<file path="config.mk">
export PLATFORM = sky130hd
export DESIGN_NAME = csc_sparse_dense_matmul_unit_flat
export DESIGN_NICKNAME = d
export VERILOG_FILES = /design/src/rtl/core/csm_pkg.sv /design/src/rtl/core/csm_if.sv /design/src/rtl/core/csm_c_store.sv /design/src/rtl/core/csc_sparse_dense_matmul_unit.sv /design/src/flat_wrapper.sv
export SDC_FILE = /design/constraint.sdc
export NUM_CORES = 1
export LEC_CHECK = 0
export BUFFER_PORTS_ARGS = -buffer_cell sky130_fd_sc_hd__buf_4
export CAP_MARGIN = 5
export CORE_AREA = 2 2 231 233
export DETAILED_ROUTE_END_ITERATION = 12
export DIE_AREA = 0 0 233 235
export SLEW_MARGIN = 10
export SYNTH_ARGS = -nofsm -noshare
export SYNTH_HDL_FRONTEND = slang
export SYNTH_SLANG_ARGS = --single-unit
</file>
<file path="constraint.sdc">
create_clock -name clk -period 3.75 [get_ports clk]
set_input_delay 0.75 -clock clk [delete_from_list [all_inputs] [get_ports clk]]
set_output_delay 0.75 -clock clk [all_outputs]
set_load 0.02 [all_outputs]
</file>
<file path="src/rtl/core/csm_pkg.sv">
`default_nettype none

package csm_pkg;

  // Field widths of the command and result transactions.
  localparam int CMD_W   = 3;
  localparam int SLOT_W  = 4;
  localparam int ELEM_W  = 8;
  localparam int IDX_W   = 5;
  localparam int LIMIT_W = 5;
  localparam int CROW_W  = 2;
  localparam int CCOL_W  = 2;
  localparam int CVAL_W  = 8;

  // Default sizing of the unit.
  localparam int DIM_DEF          = 4;
  localparam int ELEM_BITS_DEF    = 8;
  localparam int MAX_NONZEROS_DEF = 16;

  typedef enum logic [CMD_W-1:0] {
    CMD_WR_B = 3'd0,
    CMD_WR_C = 3'd1,
    CMD_PTR  = 3'd2,
    CMD_ROW  = 3'd3,
    CMD_VAL  = 3'd4,
    CMD_RUN  = 3'd5
  } cmd_t;

endpackage

`default_nettype wire

</file>
<file path="src/rtl/core/csm_if.sv">
`default_nettype none

interface csm_in_if;
  logic                              valid;
  logic                              ready;
  logic [csm_pkg::CMD_W-1:0]         cmd;
  logic [csm_pkg::SLOT_W-1:0]        slot;
  logic signed [csm_pkg::ELEM_W-1:0] element_value;
  logic [csm_pkg::IDX_W-1:0]         index_value;
  logic [csm_pkg::LIMIT_W-1:0]       nonzero_limit;

  modport source (output valid, cmd, slot, element_value, index_value, nonzero_limit,
                  input ready);
  modport sink (input valid, cmd, slot, element_value, index_value, nonzero_limit,
                output ready);
endinterface

interface csm_out_if;
  logic                              valid;
  logic                              ready;
  logic [csm_pkg::CROW_W-1:0]        c_row;
  logic [csm_pkg::CCOL_W-1:0]        c_col;
  logic signed [csm_pkg::CVAL_W-1:0] c_value;
  logic                              last;

  modport source (output valid, c_row, c_col, c_value, last, input ready);
  modport sink (input valid, c_row, c_col, c_value, last, output ready);
endinterface

`default_nettype wire

</file>
<file path="src/rtl/core/csm_c_store.sv">
`default_nettype none

// Accumulator store for C with a registered read port. Each entry carries a
// valid bit, cleared by reset, so that an entry not yet written reads as zero.
module csm_c_store #(
  parameter int DIM       = csm_pkg::DIM_DEF,
  parameter int ELEM_BITS = csm_pkg::ELEM_BITS_DEF
) (
  input  wire logic                            clk,
  input  wire logic                            rst_n,
  input  wire logic                            wr_en,
  input  wire logic [$clog2(DIM*DIM)-1:0]      wr_addr,
  input  wire logic [ELEM_BITS-1:0]            wr_data,
  input  wire logic [$clog2(DIM*DIM)-1:0]      rd_addr,
  output logic      [ELEM_BITS-1:0]            rd_data
);

  localparam int ElemCnt = DIM * DIM;

  logic [ELEM_BITS-1:0] mem [ElemCnt];
  logic [ElemCnt-1:0]   vld_r;
  logic [ELEM_BITS-1:0] rd_data_r;

  always_ff @(posedge clk) begin
    if (!rst_n) begin
      vld_r <= '0;
    end else if (wr_en) begin
      vld_r[wr_addr] <= 1'b1;
    end
  end

  always_ff @(posedge clk) begin
    if (wr_en) begin
      mem[wr_addr] <= wr_data;
    end
    rd_data_r <= vld_r[rd_addr] ? mem[rd_addr] : '0;
  end

  assign rd_data = rd_data_r;

endmodule

`default_nettype wire

</file>
<file path="src/rtl/core/csc_sparse_dense_matmul_unit.sv">
`default_nettype none

// Sparse (compressed-sparse-column) times dense matrix multiply-accumulate,
// C += A * B, with one shared multiplier and a C accumulator store with one
// read and one write port. Load commands (B, C, column pointer, row index,
// nonzero value) are accepted while idle. A run command walks the columns,
// loads each nonzero visited, and for every nonzero whose row is in range
// does one read, one multiply and one accumulate per element of the B row;
// it then emits the DIM*DIM elements of C in row-major order, each read and
// then held until the consumer takes it; last marks the final element. The
// multiply-accumulate loop through the C store port sets the run time. The
// input is not ready while a run is in progress. C keeps its contents between
// runs; after reset it reads as zero with no clearing pass.
module csc_sparse_dense_matmul_unit #(
  parameter int DIM          = csm_pkg::DIM_DEF,
  parameter int ELEM_BITS    = csm_pkg::ELEM_BITS_DEF,
  parameter int MAX_NONZEROS = csm_pkg::MAX_NONZEROS_DEF
) (
  input wire logic  clk,
  input wire logic  rst_n,
  csm_in_if.sink    in_ch,
  csm_out_if.source out_ch
);

  localparam int ElemCnt = DIM * DIM;
  localparam int CIdxW   = $clog2(ElemCnt);
  localparam int RowW    = $clog2(DIM);
  localparam int PtrCnt  = DIM + 1;
  localparam int PtrIdxW = $clog2(PtrCnt);
  localparam int NzIdxW  = $clog2(MAX_NONZEROS);
  localparam logic [csm_pkg::IDX_W-1:0] DimIdx = csm_pkg::IDX_W'(DIM);

  typedef enum logic [3:0] {
    S_IDLE,
    S_COL,
    S_END,
    S_NZ,
    S_LOAD,
    S_RD,
    S_MUL,
    S_ACC,
    S_ERD,
    S_EOUT
  } state_t;

  state_t state_r;

  // Input decode.
  logic                            in_acc;
  logic [ELEM_BITS-1:0]            elem_in;
  logic [csm_pkg::LIMIT_W-1:0]     lim_in;
  logic                            slot_ok_elem;
  logic                            slot_ok_ptr;
  logic                            slot_ok_nz;

  assign in_ch.ready  = (state_r == S_IDLE);
  assign in_acc       = in_ch.valid && in_ch.ready;
  assign elem_in      = ELEM_BITS'(in_ch.element_value);
  assign slot_ok_elem = 32'(in_ch.slot) < ElemCnt;
  assign slot_ok_ptr  = 32'(in_ch.slot) < PtrCnt;
  assign slot_ok_nz   = 32'(in_ch.slot) < MAX_NONZEROS;
  assign lim_in = (32'(in_ch.nonzero_limit) > MAX_NONZEROS) ?
                  csm_pkg::LIMIT_W'(MAX_NONZEROS) : in_ch.nonzero_limit;

  // Sequencer registers.
  logic [PtrIdxW-1:0]           k_r;
  logic [csm_pkg::IDX_W-1:0]    nz_r;
  logic [csm_pkg::IDX_W-1:0]    end_r;
  logic [csm_pkg::LIMIT_W-1:0]  lim_r;
  logic [RowW-1:0]              j_r;
  logic [RowW-1:0]              row_r;
  logic [ELEM_BITS-1:0]         a_r;
  logic [ELEM_BITS-1:0]         prod_r;
  logic [RowW-1:0]              e_row_r;
  logic [RowW-1:0]              e_col_r;

  // Result register.
  logic                         out_valid_r;
  logic [csm_pkg::CROW_W-1:0]   c_row_r;
  logic [csm_pkg::CCOL_W-1:0]   c_col_r;
  logic [csm_pkg::CVAL_W-1:0]   c_value_r;
  logic                         last_r;

  // Pointer store: small, read at one address at a time.
  logic [csm_pkg::IDX_W-1:0] ptr_r [PtrCnt];
  logic [PtrIdxW-1:0]        ptr_addr;
  logic [csm_pkg::IDX_W-1:0] ptr_rd;

  assign ptr_addr = (state_r == S_END) ? k_r + PtrIdxW'(1) : k_r;
  assign ptr_rd   = ptr_r[ptr_addr];

  always_ff @(posedge clk) begin
    if (in_acc && in_ch.cmd == csm_pkg::CMD_PTR && slot_ok_ptr) begin
      ptr_r[PtrIdxW'(in_ch.slot)] <= in_ch.index_value;
    end
  end

  // B store.
  logic [ELEM_BITS-1:0] b_mem [ElemCnt];
  logic [ELEM_BITS-1:0] b_rd_r;
  logic [CIdxW-1:0]     b_addr;

  assign b_addr = CIdxW'(k_r * DIM + j_r);

  always_ff @(posedge clk) begin
    if (in_acc && in_ch.cmd == csm_pkg::CMD_WR_B && slot_ok_elem) begin
      b_mem[CIdxW'(in_ch.slot)] <= elem_in;
    end
    b_rd_r <= b_mem[b_addr];
  end

  // Row index and nonzero value stores, both read at the current nonzero.
  logic [csm_pkg::IDX_W-1:0] row_mem [MAX_NONZEROS];
  logic [ELEM_BITS-1:0]      val_mem [MAX_NONZEROS];
  logic [csm_pkg::IDX_W-1:0] row_rd_r;
  logic [ELEM_BITS-1:0]      val_rd_r;

  always_ff @(posedge clk) begin
    if (in_acc && in_ch.cmd == csm_pkg::CMD_ROW && slot_ok_nz) begin
      row_mem[NzIdxW'(in_ch.slot)] <= in_ch.index_value;
    end
    row_rd_r <= row_mem[NzIdxW'(nz_r)];
  end

  always_ff @(posedge clk) begin
    if (in_acc && in_ch.cmd == csm_pkg::CMD_VAL && slot_ok_nz) begin
      val_mem[NzIdxW'(in_ch.slot)] <= elem_in;
    end
    val_rd_r <= val_mem[NzIdxW'(nz_r)];
  end

  // C store: written by loads and by the accumulate step, read by the
  // accumulate step and by the result sweep.
  logic                 c_wr_en;
  logic [CIdxW-1:0]     c_wr_addr;
  logic [ELEM_BITS-1:0] c_wr_data;
  logic [CIdxW-1:0]     c_rd_addr;
  logic [CIdxW-1:0]     mac_addr;
  logic [CIdxW-1:0]     emit_addr;
  logic [ELEM_BITS-1:0] c_rd;
  logic                 load_c;
  logic                 in_acc_state;
  logic                 emit_state;

  assign load_c       = in_acc && in_ch.cmd == csm_pkg::CMD_WR_C && slot_ok_elem;
  assign in_acc_state = (state_r == S_ACC);
  assign emit_state   = (state_r == S_ERD) || (state_r == S_EOUT);
  assign mac_addr     = CIdxW'(row_r * DIM + j_r);
  assign emit_addr    = CIdxW'(e_row_r * DIM + e_col_r);
  assign c_wr_en      = load_c || in_acc_state;
  assign c_wr_addr    = in_acc_state ? mac_addr : CIdxW'(in_ch.slot);
  assign c_wr_data    = in_acc_state ? c_rd + prod_r : elem_in;
  assign c_rd_addr    = emit_state ? emit_addr : mac_addr;

  csm_c_store #(
    .DIM       (DIM),
    .ELEM_BITS (ELEM_BITS)
  ) u_c_store (
    .clk     (clk),
    .rst_n   (rst_n),
    .wr_en   (c_wr_en),
    .wr_addr (c_wr_addr),
    .wr_data (c_wr_data),
    .rd_addr (c_rd_addr),
    .rd_data (c_rd)
  );

  logic emit_last;
  assign emit_last = (e_row_r == RowW'(DIM - 1)) && (e_col_r == RowW'(DIM - 1));

  always_ff @(posedge clk) begin
    if (!rst_n) begin
      state_r     <= S_IDLE;
      out_valid_r <= 1'b0;
      k_r         <= '0;
      nz_r        <= '0;
      end_r       <= '0;
      lim_r       <= '0;
      j_r         <= '0;
      row_r       <= '0;
      a_r         <= '0;
      prod_r      <= '0;
      e_row_r     <= '0;
      e_col_r     <= '0;
      c_row_r     <= '0;
      c_col_r     <= '0;
      c_value_r   <= '0;
      last_r      <= 1'b0;
    end else begin
      // The result sweep refills the output register itself when it is taken.
      if (out_valid_r && out_ch.ready && state_r != S_EOUT) begin
        out_valid_r <= 1'b0;
      end
      case (state_r)
        S_IDLE: begin
          if (in_acc && in_ch.cmd == csm_pkg::CMD_RUN) begin
            lim_r   <= lim_in;
            k_r     <= '0;
            state_r <= S_COL;
          end
        end
        S_COL: begin
          nz_r    <= ptr_rd;
          state_r <= S_END;
        end
        S_END: begin
          end_r   <= (ptr_rd < lim_r) ? ptr_rd : lim_r;
          state_r <= S_NZ;
        end
        S_NZ: begin
          if (nz_r < end_r) begin
            state_r <= S_LOAD;
          end else if (k_r == PtrIdxW'(DIM - 1)) begin
            e_row_r <= '0;
            e_col_r <= '0;
            state_r <= S_ERD;
          end else begin
            k_r     <= k_r + PtrIdxW'(1);
            state_r <= S_COL;
          end
        end
        S_LOAD: begin
          // A nonzero whose row lies outside the matrix is passed over.
          if (row_rd_r >= DimIdx) begin
            nz_r    <= nz_r + csm_pkg::IDX_W'(1);
            state_r <= S_NZ;
          end else begin
            row_r   <= RowW'(row_rd_r);
            a_r     <= val_rd_r;
            j_r     <= '0;
            state_r <= S_RD;
          end
        end
        S_RD: begin
          state_r <= S_MUL;
        end
        S_MUL: begin
          prod_r  <= ELEM_BITS'(a_r * b_rd_r);
          state_r <= S_ACC;
        end
        S_ACC: begin
          if (j_r == RowW'(DIM - 1)) begin
            nz_r    <= nz_r + csm_pkg::IDX_W'(1);
            state_r <= S_NZ;
          end else begin
            j_r     <= j_r + RowW'(1);
            state_r <= S_RD;
          end
        end
        S_ERD: begin
          state_r <= S_EOUT;
        end
        S_EOUT: begin
          if (!out_valid_r || out_ch.ready) begin
            out_valid_r <= 1'b1;
            c_row_r     <= csm_pkg::CROW_W'(e_row_r);
            c_col_r     <= csm_pkg::CCOL_W'(e_col_r);
            c_value_r   <= csm_pkg::CVAL_W'(c_rd);
            last_r      <= emit_last;
            if (emit_last) begin
              state_r <= S_IDLE;
            end else begin
              if (e_col_r == RowW'(DIM - 1)) begin
                e_col_r <= '0;
                e_row_r <= e_row_r + RowW'(1);
              end else begin
                e_col_r <= e_col_r + RowW'(1);
              end
              state_r <= S_ERD;
            end
          end
        end
        default: begin
          state_r <= S_IDLE;
        end
      endcase
    end
  end

  assign out_ch.valid   = out_valid_r;
  assign out_ch.c_row   = c_row_r;
  assign out_ch.c_col   = c_col_r;
  assign out_ch.c_value = c_value_r;
  assign out_ch.last    = last_r;

endmodule

`default_nettype wire
</file>
<file path="src/flat_wrapper.sv">
// flat-port wrapper written by rule: the top's interface ports become plain ports
module csc_sparse_dense_matmul_unit_flat 
#(
  parameter int DIM          = csm_pkg::DIM_DEF,
  parameter int ELEM_BITS    = csm_pkg::ELEM_BITS_DEF,
  parameter int MAX_NONZEROS = csm_pkg::MAX_NONZEROS_DEF
)
  (clk, rst_n, in_ch_valid, in_ch_cmd, in_ch_slot, in_ch_element_value, in_ch_index_value, in_ch_nonzero_limit, in_ch_ready, out_ch_valid, out_ch_c_row, out_ch_c_col, out_ch_c_value, out_ch_last, out_ch_ready);
  csm_in_if in_ch_i ();
  csm_out_if out_ch_i ();
  input wire logic clk;
  input wire logic rst_n;
  input wire logic [$bits(in_ch_i.valid)-1:0] in_ch_valid;
  input wire logic [$bits(in_ch_i.cmd)-1:0] in_ch_cmd;
  input wire logic [$bits(in_ch_i.slot)-1:0] in_ch_slot;
  input wire logic [$bits(in_ch_i.element_value)-1:0] in_ch_element_value;
  input wire logic [$bits(in_ch_i.index_value)-1:0] in_ch_index_value;
  input wire logic [$bits(in_ch_i.nonzero_limit)-1:0] in_ch_nonzero_limit;
  output wire logic [$bits(in_ch_i.ready)-1:0] in_ch_ready;
  output wire logic [$bits(out_ch_i.valid)-1:0] out_ch_valid;
  output wire logic [$bits(out_ch_i.c_row)-1:0] out_ch_c_row;
  output wire logic [$bits(out_ch_i.c_col)-1:0] out_ch_c_col;
  output wire logic [$bits(out_ch_i.c_value)-1:0] out_ch_c_value;
  output wire logic [$bits(out_ch_i.last)-1:0] out_ch_last;
  input wire logic [$bits(out_ch_i.ready)-1:0] out_ch_ready;
  assign in_ch_i.valid = in_ch_valid;
  assign in_ch_i.cmd = in_ch_cmd;
  assign in_ch_i.slot = in_ch_slot;
  assign in_ch_i.element_value = in_ch_element_value;
  assign in_ch_i.index_value = in_ch_index_value;
  assign in_ch_i.nonzero_limit = in_ch_nonzero_limit;
  assign in_ch_ready = in_ch_i.ready;
  assign out_ch_valid = out_ch_i.valid;
  assign out_ch_c_row = out_ch_i.c_row;
  assign out_ch_c_col = out_ch_i.c_col;
  assign out_ch_c_value = out_ch_i.c_value;
  assign out_ch_last = out_ch_i.last;
  assign out_ch_i.ready = out_ch_ready;
  csc_sparse_dense_matmul_unit #(.DIM(DIM), .ELEM_BITS(ELEM_BITS), .MAX_NONZEROS(MAX_NONZEROS)) u_core (.clk(clk), .rst_n(rst_n), .in_ch(in_ch_i), .out_ch(out_ch_i));
endmodule
</file>
### Yosys cells after proc, flatten, opt, wreduce, memory -nomap -nowiden

Memory sizes are Yosys's and may differ from the RTL's. A register that Yosys moved wholly into a read port is not among the register bits.
Cells that the tools add are included.

| word-level totals | value |
|---|---|
| word-level logic and storage cells | 155 |
| memories | 5 |
| register bits | 76 |
| bits in writable memories | 489 |
| input bits | 29 |
| output and inout port bits | 15 |

| operators by class | value |
|---|---|
| $lt $le $gt $ge | 8 |
| $mul | 1 |
| add/sub/neg operators | 9 |
| bitwise gates (word level) | 2 |
| multiplexer cells | 51 |
| reductions and logical operators | 32 |
| equal/unequal tests | 30 |

Memory list:

| name | words | bits a word | rd ports | clocked after Yosys merged registers in | write ports | line | RTL |
|---|---|---|---|---|---|---|---|
| u_core.b_mem | 16 | 8 | 1 | 1 | 1 | csc_sparse_dense_matmul_unit.sv:99 | `logic [ELEM_BITS-1:0] b_mem [ElemCnt];` |
| u_core.u_c_store.mem | 16 | 8 | 1 | 1 | 1 | csm_c_store.sv:20 | `logic [ELEM_BITS-1:0] mem [ElemCnt];` |
| u_core.val_mem | 16 | 8 | 1 | 1 | 1 | csc_sparse_dense_matmul_unit.sv:114 | `logic [ELEM_BITS-1:0] val_mem [MAX_NONZEROS];` |
| u_core.row_mem | 16 | 5 | 1 | 1 | 1 | csc_sparse_dense_matmul_unit.sv:113 | `logic [csm_pkg::IDX_W-1:0] row_mem [MAX_NONZEROS];` |
| u_core.ptr_r | 5 | 5 | 1 | 0 | 1 | csc_sparse_dense_matmul_unit.sv:85 | `logic [csm_pkg::IDX_W-1:0] ptr_r [PtrCnt];` |

Operator list:

| kind | number |
|---|---|
| 4-bit one-hot mux with 10 select lines | 1 |
| 4-bit two-way mux | 7 |
| 2-bit two-way mux | 10 |
| 5-bit two-way mux | 4 |
| 3-bit two-way mux | 6 |
| 2-bit inequality test (second input constant) | 9 |
| 4-bit by 3-bit == test with 1-bit output (second input constant) | 4 |
| 16-bit bitwise OR | 1 |
| 1-bit two-way mux | 15 |
| 5-bit one-hot mux with 3 select lines | 1 |
| 4-bit by 2-bit adder with 4-bit output | 3 |
| 1-bit logical AND | 12 |
| 2-bit one-hot mux with 2 select lines | 3 |
| 4-bit by 5-bit less-than comparator with 1-bit output (second input constant) | 2 |
| 5-bit less-than comparator | 2 |
| 3-bit by 2-bit == test with 1-bit output (second input constant) | 3 |
| 8-bit adder | 1 |
| 4-bit by 2-bit == test with 1-bit output (second input constant) | 2 |
| 4-bit == test (second input constant) | 2 |
| 8-bit by 8-bit multiplier with 8-bit output | 1 |
| 8-bit two-way mux | 1 |
| 2-bit AND reduction | 4 |
| 2-bit by 1-bit adder with 2-bit output (second input constant) | 3 |
| 2-bit == test (second input constant) | 3 |
| other kinds (25) | 33 |

### Depth between registers and ports, before layout

| logic depth | value |
|---|---|
| depth after elaboration | 7 |
| depth in mapped cells | 14 |

### Cells and area by module

A second synthesis with hierarchy kept.

| unflattened totals | value |
|---|---|
| cell total of the unflattened synthesis | 1403 |
| area, all modules | 24319.6 µm² |

Modules (own cells, without submodules):

| module | area each (µm²) | times used | cells an instance |
|---|---|---|---|
| csc_sparse_dense_matmul_unit | 18657.9 | 1 | 1132 |
| csm_c_store | 5661.7 | 1 | 271 |

### Least setup slack after synthesis

OpenSTA, ideal clock, no wires.

| timing path | value |
|---|---|
| path type | register to register |
| start | reg u_core.a_r[1] |
| end | reg u_core.prod_r[7] |
| arrival time | 3287 ps |
| stages on the path, launching flop included | 13 |
| path slack | 377 ps |
| path buffers | 0 |
| cell sequence | dfxtp_1 -> and2_1 -> fa_1 -> inv_1 -> fa_1 -> fa_1 -> fa_1 -> inv_1 -> ha_1 -> a21oi_1 -> xnor2_1 -> xnor2_1 -> a211oi_1 |

| on the way | value |
|---|---|
| cells in the longest elaborated chain, start to end | 1 |

RTL lines:

| element | line | RTL |
|---|---|---|
| start, declared | csc_sparse_dense_matmul_unit.sv:72 | `logic [ELEM_BITS-1:0] a_r;` |
| start signal, assigned | csc_sparse_dense_matmul_unit.sv:229 | `a_r <= val_rd_r;` |
| 8-bit by 8-bit multiplier with 8-bit output | csc_sparse_dense_matmul_unit.sv:238 | `prod_r <= ELEM_BITS'(a_r * b_rd_r);` |
| end signal, assigned | csc_sparse_dense_matmul_unit.sv:238 |  |
| end, declared | csc_sparse_dense_matmul_unit.sv:73 | `logic [ELEM_BITS-1:0] prod_r;` |

Every way passes these cells.
A chain may end at the register's enable or synchronous reset.

### Final worst setup path

Ends and elaborated chain as after synthesis.

==> summary.txt <==
Clocking
  – Post-CTS setup buffers: 0
  – Latest clock arrival within the worst-skew pair: 620 ps
  – Clk pin slew, worst setup/hold paths: 60 ps
  – CTS buffer count: 60
  – Num Clock Sinks: 594
  – TritonCTS clock tree: yes
  – CTS Root Cell: clkbuf_16
  – Post-CTS Hold Buffers: 0
  – Max clock buf depth: 3
  – Number of H-tree levels: 2

Synth
  – Register area share after synthesis: 68.90%
  – Synth Instances: 1,505
  – Post-Syn Nets: 1,584
  – Number of distinct library cells after synthesis: 63
  – Synth Register Bits: 594
  – Cell Area, Synth: 0.02436 mm2
  – Dominant synthesized flop cell: edfxtp_1
  – Syn avg cell area: 16.19 um2
  – Post-synth EDFFs: 489
  – Share of flip-flops with an asynchronous set or reset: 0%
  – Yosys Warn Count: 0

Drt
  – Routed length per instance: 22.62 um
  – DRT antenna net count: 0
  – DR pass1 iterations: 5
  – Vias post-DR: 13,080
  – DRT iter0 DRCs: 863
  – Post-route DRC: 0
  – Final wirelength: 53,220 um
  – Vias per cell: 5.558

Power and ir drop
  – Peak supply drop: 0.3905 mV
  – Total power: 13,860 uW
  – Lkg Pwr: 0.009717 uW
  – P per Cell Area: 497.0 mW/mm2

Placement
  – Port bufs: 43
  – Routability cong.: 0.8414
  – Pre-CTS setup slack: 195.2 ps
  – Post-DP HPWL: 36,110 um

Global routing
  – Vias in the first global route: 13,420
  – Largest net degree at the start of global routing: 56
  – First-pass GRT wire length: 81,390 um
  – Gr ovfl total: 0
  – Initial antenna violation count: 5
  – Gr usage total: 19.74%

Setup path
  – Worst Path Required: 4280 ps
  – CP startpoint kind: register
  – CP Capture Type: register
  – CP Class: reg2reg
  – Arrival time of the worst setup path: 4070 ps
  – CP max FO: 8

STA
  – Crit share post-route: 94.29%
  – Setup violators final: 0
  – TNS Setup: 0 ps
  – Clock Skew: 15.05 ps
  – Hold Slack: 421.6 ps
  – Final-report max-slew violation count: 0
  – Max frequency: 282.8 MHz
  – Worst Tran Pin Value: 1126 ps
  – Slew headroom: 24.46%
  – Final hold vios: 0
  – Final worst slack: 214.0 ps
  – Min Tclk post-route: 3536 ps
  – RSZ-0062 raised after global routing: false

Floorplanning
  – IO Count: 44
  – Core area: 0.05224 mm2
  – Die boundary height: 235 um
  – Full die area: 0.05476 mm2
  – Die Wd: 233 um
  – # rows: 84
  – Initial core utilization: 46.64%

Cells and area
  – Nets: 1,691
  – Share of cells above drive strength 1: 20.37%
  – Highest-count cells in the layout ignoring fill and taps: edfxtp_1 (489), nor2_1 (121), buf_4 (114), mux2i_1 (107)
  – Commonest non-fill, non-tap cell in the layout: edfxtp_1
  – Area growth from synthesis to layout: 14.48%

Hold path
  – Tightest Hold Check Type: in2reg

Outcome
  – Outcome: completed

Job
  – Max_cap viols: 0
-- per-layer routing --
metal,GRT usage (%),routed length [um]
met1,27.39,23410
met2,32.10,25850
met3,3.932,2804
met4,4.999,1104
met5,0,42
-- worst max-delay path, cell delays in order (launching register included) --
cell and delay (ps):
dfxtp_1 370, and2_1 180, fa_1 410, inv_1 90
fa_1 410, fa_1 480, fa_1 540, inv_1 40
ha_1 320, a21oi_1 170, xnor2_1 150, xnor2_1 90
a211oi_1 210
-- cell type report --
cell class / instances / area [um2]
inverter: 38 / 142.6
timing repair buffer: 118 / 935.9
antenna: 1 / 2.502
clock buffer: 83 / 1682
clock inverter: 31 / 301.5
tap: 688 / 860.8
sequential: 594 / 16790
multi-input combinational: 800 / 7172
fill: 4182 / 24340
-- metrics by stage --
| stage | cells | cell area, um2 | utilization, % |
|---|---|---|---|
| floorplan | 1505 | 24360 | - |
| global placement | 2238 | 25900 | 49.58 |
| detailed placement | 2238 | 25900 | 49.58 |
| CTS | 2352 | 27880 | 53.38 |
| global route | 2352 | 27890 | 53.39 |
| finish | 2353 | 27890 | 53.39 |
-- path summary, 6_finish.rpt --
| check | startpoint | end | slack (ps) | cells after the start |
|---|---|---|---|---|
| hold / removal | in_ch_nonzero_limit[4] | u_core.lim_r[4] | 420 | 3 |
| hold reg to reg | u_core.prod_r[0] | u_core.prod_r[0] | 460 | 2 |
| setup / recovery | u_core.a_r[1] | u_core.prod_r[7] | 210 | 12 |
| setup reg to reg | u_core.a_r[1] | u_core.prod_r[7] | 210 | 12 |
-- synth_stat cells, drive strengths merged, types with 6 or more instances --
cell type  number  share of area [%]
and2           22               0.56
a21oi          51                1.0
inv            38               0.59
o21a           20               0.62
dfxtp         105                8.6
a21o            9               0.28
nand2         105                1.6
fa             13                1.1
nor3            8               0.16
or3             6               0.15
nor2          121                1.9
edfxtp        489                 60
o22ai          34               0.87
nor3b          10               0.31
xnor2          17               0.64
o21ai          13               0.27
nand2b          6               0.15
mux4          106                9.8
nor4           11               0.28
nor2b           7               0.18
ha             37                1.9
buf            22               0.42
a211oi          6               0.21
clkbuf         51               0.79
mux2            6               0.28
mux2i         107                4.4
nand3          21               0.43
-- state kept, by name, indices dropped and copies added (netlist names), 2 cells and up --
| signal | count |
|---|---|
| u_core.ptr_r | 25 |
| u_core.u_c_store.rd_data | 8 |
| u_core.prod_r | 8 |
| u_core.row_rd_r | 5 |
| u_core.b_mem | 128 |
| u_core.row_mem | 80 |
| u_core.val_rd_r | 8 |
| u_core.out_ch.c_row | 2 |
| u_core.nz_r | 5 |
| u_core.k_r | 3 |
| u_core.b_rd_r | 8 |
| u_core.end_r | 5 |
| u_core.e_col_r | 2 |
| u_core.u_c_store.vld_r | 16 |
| u_core.state_r | 4 |
| u_core.row_r | 2 |
| u_core.j_r | 2 |
| u_core.out_ch.c_col | 2 |
| u_core.out_ch.c_value | 8 |
| u_core.u_c_store.mem | 128 |
| u_core.val_mem | 128 |
| u_core.e_row_r | 2 |
| u_core.lim_r | 5 |
| u_core.a_r | 8 |
-- power breakdown --
part / internal [uW] / switching, uW
Combinational: 273 / 387
Clock: 3440 / 2520
Sequential: 7190 / 62.6
-- cell families after synthesis --
group	count (synthesis)	share of synthesized area (%)
XOR/XNOR	22	0.8217
buffers and inverters	111	1.787
multiplexers	219	14.49
flip-flops	594	68.90
AND/OR/NAND/NOR	345	6.661
adder cells (fa/ha/maj)	50	2.968
AO/OA/AOI/OAI	164	4.376
-- timing repair --
item                                    CTS  global route
resized for setup                         0             1
hold endpoints to repair                  0             0
endpoints found under the setup margin    0             1
No activity file was read; power rests on OpenSTA's default activity.
